===== config.mk =====
export PLATFORM = sky130hd
export DESIGN_NAME = srss_scan
export DESIGN_NICKNAME = d
export VERILOG_FILES = /design/src/sv/srss_pkg.sv /design/src/sv/srss_scan.sv
export SDC_FILE = /design/constraint.sdc
export NUM_CORES = 1
export LEC_CHECK = 0
export BUFFER_PORTS_ARGS = -buffer_cell sky130_fd_sc_hd__buf_2
export CORE_MARGIN = 2
export CORE_UTILIZATION = 30
export CTS_BUF_LIST = sky130_fd_sc_hd__clkbuf_16
export CTS_CLUSTER_DIAMETER = 60
export DETAILED_ROUTE_END_ITERATION = 7
export SLEW_MARGIN = 30
export SYNTH_ARGS = -nofsm -noshare
export SYNTH_HDL_FRONTEND = slang
export SYNTH_SLANG_ARGS = --single-unit

===== constraint.sdc =====
create_clock -name clk -period 2.8 [get_ports clk]
set_input_delay 0 -clock clk [delete_from_list [all_inputs] [get_ports clk]]
set_output_delay 0 -clock clk [all_outputs]
set_load 0.02 [all_outputs]

===== src/sv/srss_pkg.sv =====
// types, constants and helper functions for the scaled reading scanner
`timescale 1ns / 1ps

package srss_pkg;

  localparam int SAMPLE_W   = 10;
  localparam int CFG_W      = 16;
  localparam int SCALED_W   = 16;
  localparam int SEG_W      = 8;
  localparam int SEL_W      = 4;
  localparam int DIGIT_W    = 4;
  localparam int BCD_W      = 20;
  localparam int DIGITS     = 4;
  localparam int POS_W      = 2;
  localparam int FRAC_BITS  = 10;
  localparam int PROD_W     = SAMPLE_W + CFG_W;
  localparam int HALF_W     = SCALED_W / 2;
  localparam int CFG_IDX_W  = 1;

  localparam int DIGIT_COUNT = 4;
  localparam int WRAP_LIMIT  = (DIGIT_COUNT < 1) ? 1 : ((DIGIT_COUNT > DIGITS) ? DIGITS : DIGIT_COUNT);

  localparam logic [CFG_W-1:0] SCALE_Q10_RST  = 16'd51096;
  localparam logic [CFG_W-1:0] HOLD_TICKS_RST = 16'd10;
  localparam logic [SEG_W-1:0] SEG_BLANK      = 8'hFF;

  typedef enum logic [CFG_IDX_W-1:0] {
    CFG_SCALE_Q10  = 1'b0,
    CFG_HOLD_TICKS = 1'b1
  } cfg_idx_t;

  typedef logic [DIGITS-1:0][DIGIT_W-1:0] digits_t;

  // eight shift-and-add-3 steps of the binary to bcd conversion
  function automatic logic [BCD_W-1:0] dabble8(input logic [BCD_W-1:0] bcd_in,
                                               input logic [HALF_W-1:0] bits);
    logic [BCD_W-1:0] bcd;
    bcd = bcd_in;
    for (int i = HALF_W - 1; i >= 0; i--) begin
      for (int j = 0; j < BCD_W / DIGIT_W; j++) begin
        if (bcd[j*DIGIT_W +: DIGIT_W] >= 4'd5) begin
          bcd[j*DIGIT_W +: DIGIT_W] = bcd[j*DIGIT_W +: DIGIT_W] + 4'd3;
        end
      end
      bcd = {bcd[BCD_W-2:0], bits[i]};
    end
    return bcd;
  endfunction

  // active-low pattern, point off
  function automatic logic [SEG_W-1:0] seg_encode(input logic [DIGIT_W-1:0] d);
    logic [SEG_W-1:0] seg;
    case (d)
      4'd0:    seg = 8'hC0;
      4'd1:    seg = 8'hF9;
      4'd2:    seg = 8'hA4;
      4'd3:    seg = 8'hB0;
      4'd4:    seg = 8'h99;
      4'd5:    seg = 8'h92;
      4'd6:    seg = 8'h82;
      4'd7:    seg = 8'hF8;
      4'd8:    seg = 8'h80;
      4'd9:    seg = 8'h90;
      default: seg = SEG_BLANK;
    endcase
    return seg;
  endfunction

endpackage


===== src/sv/srss_scan.sv =====
// scan position and hold counter, updated as each item is taken
`timescale 1ns / 1ps

module srss_scan import srss_pkg::*; (
  input  logic             clk,
  input  logic             rst_n,
  input  logic             step,
  input  logic             tick,
  input  logic [CFG_W-1:0] hold_ticks,
  output logic [POS_W-1:0] pos_nxt
);

  logic [POS_W-1:0] pos_r;
  logic [CFG_W-1:0] hold_r;
  logic [CFG_W-1:0] hold_nxt;
  logic [CFG_W:0]   hold_inc;
  logic [POS_W:0]   pos_inc;

  always_comb begin
    hold_inc = {1'b0, hold_r} + 17'd1;
    pos_inc  = {1'b0, pos_r} + 3'd1;
    pos_nxt  = pos_r;
    hold_nxt = hold_r;
    if (!tick) begin
      pos_nxt  = '0;
      hold_nxt = '0;
    end else if (hold_inc >= {1'b0, hold_ticks}) begin
      hold_nxt = '0;
      if (pos_inc >= (POS_W + 1)'(WRAP_LIMIT)) begin
        pos_nxt = '0;
      end else begin
        pos_nxt = pos_inc[POS_W-1:0];
      end
    end else begin
      hold_nxt = hold_inc[CFG_W-1:0];
    end
  end

  always_ff @(posedge clk) begin
    if (!rst_n) begin
      pos_r  <= '0;
      hold_r <= '0;
    end else if (step) begin
      pos_r  <= pos_nxt;
      hold_r <= hold_nxt;
    end
  end

endmodule


==> results of run 1 <==
## what timing repair did
item / in CTS / in global routing
endpoints found under the setup margin: 20 / 20
hold buffers: 0 / 0
gates cloned: 2 / 0
gates resized for setup: 44 / 25
setup buffers: 12 / 3
pin swaps: 28 / 15
## cells in the mapped netlist (2+ instances only)
| cell type | n | area (um2) |
|---|---|---|
| clkbuf_8 | 2 | 27.5 |
| clkbuf_1 | 2 | 7.51 |
| and2_1 | 11 | 68.8 |
| nor2_1 | 7 | 26.3 |
| nor4b_1 | 2 | 17.5 |
| ha_1 | 18 | 225 |
| nor2b_1 | 4 | 25.0 |
| xor2_1 | 2 | 17.5 |
| nand2_1 | 16 | 60.1 |
| a211oi_1 | 2 | 15.0 |
| nor3_2 | 2 | 20.0 |
| nand3b_1 | 4 | 30.0 |
| o31a_1 | 3 | 26.3 |
| o21a_1 | 2 | 15.0 |
| mux2i_1 | 2 | 20.0 |
| nand4_1 | 5 | 31.3 |
| o21ai_0 | 3 | 15.0 |
| nor4_1 | 5 | 31.3 |
| o32ai_1 | 9 | 78.8 |
| a21oi_1 | 5 | 25.0 |
| inv_1 | 35 | 131 |
| dfxtp_1 | 18 | 360 |
| xnor2_1 | 12 | 105 |
| a211o_1 | 2 | 17.5 |
| and3_1 | 4 | 25.0 |
| nand3_1 | 8 | 40.0 |
| nor3_1 | 2 | 10.0 |
| buf_6 | 3 | 33.8 |
## how the worst min path moves through the flow
stage,cells after the start,start,end
after global routing,2,rst_n,hold_r[0]$_SDFFE_PN0P_
after CTS,2,rst_n,hold_r[0]$_SDFFE_PN0P_
after global placement,2,rst_n,hold_r[0]$_SDFFE_PN0P_
after floorplan,3,rst_n,hold_r[9]$_SDFFE_PN0P_
final,2,rst_n,hold_r[0]$_SDFFE_PN0P_
after detailed placement,2,rst_n,hold_r[0]$_SDFFE_PN0P_
## layout make-up
cell class / instances / area (um2) / share of cell area [%]
timing repair buffer: 65 / 524 / 19.6
tap: 72 / 90.1 / 3.37
clock inverter: 1 / 3.75 / 0.140
inverter: 35 / 131 / 4.92
clock buffer: 3 / 75.1 / 2.81
multi-input combinational: 143 / 1480 / 55.2
sequential: 18 / 372 / 13.9
## sequential cells by signal, summed over array words and instances (netlist names)
signal,count
hold_r,16
pos_r,2
## critical path, cell delays in order, from the launching register on
cell and delay (ns):
dfxtp_4 0.34, buf_6 0.11, and3_4 0.16, buf_4 0.13, and2_4 0.16, and3_4 0.20, xnor2_4 0.14, inv_2 0.07
ha_4 0.27, nand4_1 0.10, buf_4 0.16, nor4_2 0.29, a221oi_2 0.11, nand4b_4 0.13, buf_12 0.14, mux2i_4 0.22
nor2_2 0.06, buf_6 0.14
## placed cells by master (no fill, tap or decap), drive strengths merged
cell type,Yosys,final
o21a,2,2
xnor2,12,12
a32o,1,1
nand2,16,16
and3,4,4
and2b,1,1
nand3b,4,4
a21oi,5,5
mux2i,2,2
xor2,2,2
o31a,3,3
or3b,1,1
a21o,1,1
and4,1,1
and2,11,11
or3,1,1
nand4,6,6
a31o,1,1
a221oi,1,1
dfxtp,18,18
nand4b,1,1
clkbuf,5,3
o32ai,9,9
nor3,4,4
nor4,6,6
inv,35,36
a211oi,2,2
nor2b,4,4
ha,18,18
o21ai,3,3
nor2,7,7
nand3,8,8
buf,4,65
a2111oi,1,1
o31ai,1,1
nor4b,2,2
a211o,2,2
## power by group through the flow
| stage | registers, mW | logic (mW) | clock network [mW] |
|---|---|---|---|
| floorplan | 0.264 | 0.0397 | 0 |
| global placement | 0.264 | 0.0636 | 0 |
| detailed placement | 0.264 | 0.0640 | 0 |
| CTS | 0.258 | 0.0793 | 0.305 |
| global route | 0.257 | 0.100 | 0.311 |
| finish | 0.257 | 0.0916 | 0.302 |
## routing by layer
metal | vias up | routed length (um) | share of wire [%] | track usage (%)
met4 | 0 | 58 | 1.1 | 5.09
met5 | - | 0 | 0 | 0
met2 | 35 | 2570 | 49 | 28.4
li1 | 834 | - | - | -
met3 | 5 | 196 | 3.7 | 2.76
met1 | 784 | 2400 | 46 | 22.9
## cells by family (layout without fill, tap and decap cells)
family                     after synthesis  in the layout
and+or+nand+nor                         77             77
buffers and inverters                   45            104
AOI/OAI and AO/OA                       32             32
adders and majority gates               18             18
DFF                                     18             18
xor gates and xnor gates                14             14
muxes                                    2              2
## stage by stage
step	power (mW)	instance area, um2
2_1_floorplan	0.304	1700
3_3_place_gp	0.327	2020
4_1_cts	0.643	2490
3_5_place_dp	0.328	2020
6_report	0.650	2670
5_1_grt	0.669	2670
==> results.yml, run 1 <==
placement:
  dp_hpwl_mm: 2.97
  dpl_worst_slack_ns: -0.431
  io_buffers: 21
  placedCellCount: 316
  gp_congestion: 0.777
finish:
  fin_nets: 304
  drive_gt1_share_pct: 46.4
  fin_util_pct: 49.1
  diodes: 0
  nFillCells: 499
  synthToLayoutAreaGrowth_pct: 60.7
  final_cells: 337
timing:
  worst_slack_ns: -0.418
  slew_headroom_pct: 38.5
  clock.fmax_mhz: 311
  hold_ws_ns: 0.172
  final.setup.tns_ns: -5.37
  period_needed_ns: 3.22
  setup_viol: 20
  report.final.hold_viol_count: 0
  skew_ns: 0.00147
  slew_violations: 0
  tightest_slew_ns: 0.921
  final.period_utilization_pct: 115
  rsz0062_at_grt: "yes"
power_and_ir_drop:
  p_clk_share_pct: 46.4
  leakage_nw: 1.16
  ir_drop_uv: 194
  powerDensity_mw_per_mm2: 243
  netSwitchingFraction_pct: 25.5
  switchingPower_uw: 166
  p_int_uw: 485
  seq_power_share_pct: 39.5
  combinationalPowerShare_pct: 14.1
setup_path:
  crit_arrival_ns: 3.22
  timing.rr.start: "hold_r[0]$_SDFFE_PN0P_"
  crit_required_ns: 2.80
  setup.worst_path.start: "hold_r[0]$_SDFFE_PN0P_"
  rr_worst_depth: 17
  crit_path_start_kind: "register"
  rrSetupSlack_ns: -0.33
  crit_end: "pos_nxt[0]"
  worst_setup_path_end_kind: "output pin"
  crit_fanout: 6
  r2r-end: "hold_r[2]$_SDFFE_PN0P_"
  path_class: "reg -> out"
yosys:
  synth-edff-count: 0
  synth_area_mm2: 0.00166
  syn_nets: 244
  yosysSeqAreaShare_pct: 21.7
  synth.ff_latch_count: 18
  synth_mux_area_share_pct: 1.20
  synth.avg_cell_area_um2: 8.07
  syn_inst: 206
  synth_compound_area_share_pct: 14.7
  synth_xor_area_share_pct: 7.37
  ys_types: 44
  async_flop_share_pct: 0
  synth_top_family_by_area: "simple AND/OR/NAND/NOR gates"
  synth-simple-area-share_pct: 28.0
  yosys.area_share.adder_pct: 13.5
  ys_warn_count: 0
  synth_ff_type: "dfxtp_1"
floorplanning:
  ios: 22
  dieArea_mm2: 0.00615
  die_y_um: 78.5
  num_rows: 27
  die_w_um: 78.5
  initial_core_util_pct: 30.6
  core-area_mm2: 0.00544
grt:
  antenna_found_initial: 0
  grt_pass1_vias: 1693
  grt_pass1_wl_mm: 8.31
  grt.overflow.total: 0
  grt_start_max_net_pins: 24
  grt_use_total_pct: 17.2
clock_network:
  cts.sink_count: 18
  insertion_delay_ns: 0.26
  root_buffer: "clkbuf_16"
  max-clock-path-buffers: 2
  ctsHtreeMaxLevel: 1
  numCtsBuffers: 3
  cts.clk_slew.worst_paths_ns: 0.05
  cts_tree: "yes"
outcome:
  status: "finished, violations left"
  violations: "setup timing"
drt:
  drtPass1Iterations: 5
  post_drt_wl_per_cell_um: 15.5
  viasPerCell: 4.92
  drtAntennaViolNets: 0
  wl_mm: 5.23
  drc: 0
  vias: 1658
  dr.first_iter.drc_count: 86
job:
  max_cap_viol_count: 0
worst_hold_path:
  min_path_type: "in -> reg"
Note: power is estimated with default switching activity, not from simulation.
==> inputs of run 2 (changes only) <==
- CORE_UTILIZATION: 30 -> 40
==> run 2 against run 1 <==
Hold slack got worse by 0.0094 ns. Critical path type unchanged. Largest power group unchanged. Largest cell class unchanged. Clock skew barely moved. Wire length fell by 12%. The run still ends with setup timing left. Die area fell by 24%. Cell count fell by 6.8%. Combinational power fell by 9.2%. Register-to-register slack improved by 0.10 ns.
==> results.yml, run 2 (same netlist as run 1, synthesis figures left out) <==
setup_path:
  rrSetupSlack_ns: -0.23
  timing.rr.start: "hold_r[1]$_SDFFE_PN0P_"
  worst_setup_path_end_kind: "output pin"
  crit_required_ns: 2.80
  crit_arrival_ns: 3.09
  crit_fanout: 6
  path_class: "reg -> out"
  crit_path_start_kind: "register"
  r2r-end: "hold_r[4]$_SDFFE_PN0P_"
  rr_worst_depth: 17
worst_hold_path:
  whs_endpoint: "hold_r[0]$_SDFFE_PN0P_"
  hold-path-cell-count: 2
  worstHoldStart: "rst_n"
  min_path_type: "in -> reg"
timing:
  rsz0062_at_grt: "yes"
  slew_headroom_pct: 51.3
  report.final.hold_viol_count: 0
  slew_violations: 0
  hold_ws_ns: 0.163
  final.period_utilization_pct: 110
  clock.fmax_mhz: 323
  tightest_slew_ns: 0.729
  final.setup.tns_ns: -3.29
  skew_ns: 0.00163
  worst_slack_ns: -0.293
  setup_viol: 20
  period_needed_ns: 3.09
finish:
  largest_reg_flops: 16
  layout_commonest_cell: "buf_4"
  drive_gt1_share_pct: 43.9
  diodes: 0
  final_cell_mix: "buf_4 (38), inv_1 (35), buf_2 (19)"
  regMostFlops: "hold_r"
  reg_top3: "hold_r: 16 flops, pos_r: 2 flops"
  synthToLayoutAreaGrowth_pct: 52.0
  fin_nets: 303
  finalInstanceArea_mm2: 0.00253
drt:
  dr.first_iter.drc_count: 62
  vias: 1631
  drtAntennaViolNets: 0
  drtPass1Iterations: 4
  wl_mm: 4.62
  post_drt_wl_per_cell_um: 14.7
  viasPerCell: 5.19
  drc: 0
grt:
  grt_use_total_pct: 20.7
  met2_usage_pct: 34.7
  grt_start_max_net_pins: 24
  grt_pass1_wl_mm: 7.27
  grt.overflow.total: 0
  grt-busiest-layer: "met2"
  antenna_found_initial: 0
  grtUsageMet3_pct: 2.47
  grt_use_met1_pct: 27.5
  grt_pass1_vias: 1567
power_and_ir_drop:
  powerDensity_mw_per_mm2: 253
  ir_drop_uv: 185
  leakage_nw: 1.13
  totalPowerFinal_uw: 640
floorplanning:
  die_y_um: 68.5
  dieArea_mm2: 0.00469
  core-area_mm2: 0.00400
  num_rows: 23
  initial_core_util_pct: 41.6
  die_w_um: 68.5
  ios: 22
outcome:
  status: "finished, violations left"
  violations: "setup timing"
clock_network:
  ctsHtreeMaxLevel: 1
  root_buffer: "clkbuf_16"
  cts.sink_count: 18
  cts.clk_slew.worst_paths_ns: 0.06
  insertion_delay_ns: 0.25
  max-clock-path-buffers: 2
  numCtsBuffers: 3
  hold_buffers: 0
  cts_tree: "yes"
job:
  max_cap_viol_count: 0
placement:
  io_buffers: 21
  dpl_worst_slack_ns: -0.480
  gp_congestion: 0.863
  dp_hpwl_mm: 2.88
  placed_cell_area_mm2: 0.00201
run 2: changes by cell type in the layout (fill, tap and decap cells not counted), sizes merged:
| cell | change |
|---|---|
| buf | -1 |
run 2: cell type report:
| cell class | instances | area, um2 |
|---|---|---|
| clock buffer | 3 | 75.1 |
| inverter | 35 | 131 |
| fill | 332 | 1470 |
| timing repair buffer | 64 | 485 |
| multi-input combinational | 143 | 1400 |
| sequential | 18 | 367 |
| clock inverter | 1 | 3.75 |
| tap | 50 | 62.6 |
run 2: worst max path at each step:
stage,slack (ns),depth (start not counted),to,from
CTS,-0.22,15,pos_nxt[0],hold_r[1]$_SDFFE_PN0P_
floorplan,-0.11,14,pos_r[1]$_SDFFE_PN0P_,hold_r[1]$_SDFFE_PN0P_
detailed placement,-0.48,14,pos_r[0]$_SDFFE_PN0P_,hold_r[0]$_SDFFE_PN0P_
global route,-0.43,16,pos_nxt[0],hold_r[1]$_SDFFE_PN0P_
finish,-0.29,16,pos_nxt[0],hold_r[1]$_SDFFE_PN0P_
global placement,-0.51,14,pos_r[0]$_SDFFE_PN0P_,hold_r[0]$_SDFFE_PN0P_
run 2: per-layer routing:
metal  wire [um]  vias up
li1            -      832
met1        2270      761
met2        2170       33
met3         117        5
met4          57        0
met5           0        -
run 2: stage by stage:
stage	instances	utilization, %
floorplan	206	-
global placement	296	50.1
detailed placement	296	50.1
CTS	310	59.5
global route	314	63.2
finish	314	63.2
run 2: power by group:
part / switching [mW] / leakage, nW / internal (mW) / total (mW)
clock network: 0.108 / 0.0423 / 0.190 / 0.299
registers: 0.00132 / 0.147 / 0.257 / 0.258
logic: 0.0488 / 0.937 / 0.0344 / 0.0832
total: 0.159 / 1.13 / 0.482 / 0.640
run 2: timing repair:
action,CTS,global route
resized for setup,35,20
setup buffers,9,5
pin swaps,17,20
gates cloned,1,0
setup endpoints to repair,20,20
run 2: worst max-delay path: stages (launching register included):
cell and delay [ns]:
dfxtp_2 0.33, buf_4 0.14, and3_4 0.17, and2_4 0.16
and3_4 0.18, xnor2_2 0.17, inv_1 0.09, ha_4 0.27
nand4_1 0.09, buf_4 0.17, nor4_4 0.27, a221oi_2 0.09
nand4b_2 0.14, buf_12 0.14, mux2i_2 0.22, nor2_2 0.05
buf_6 0.14
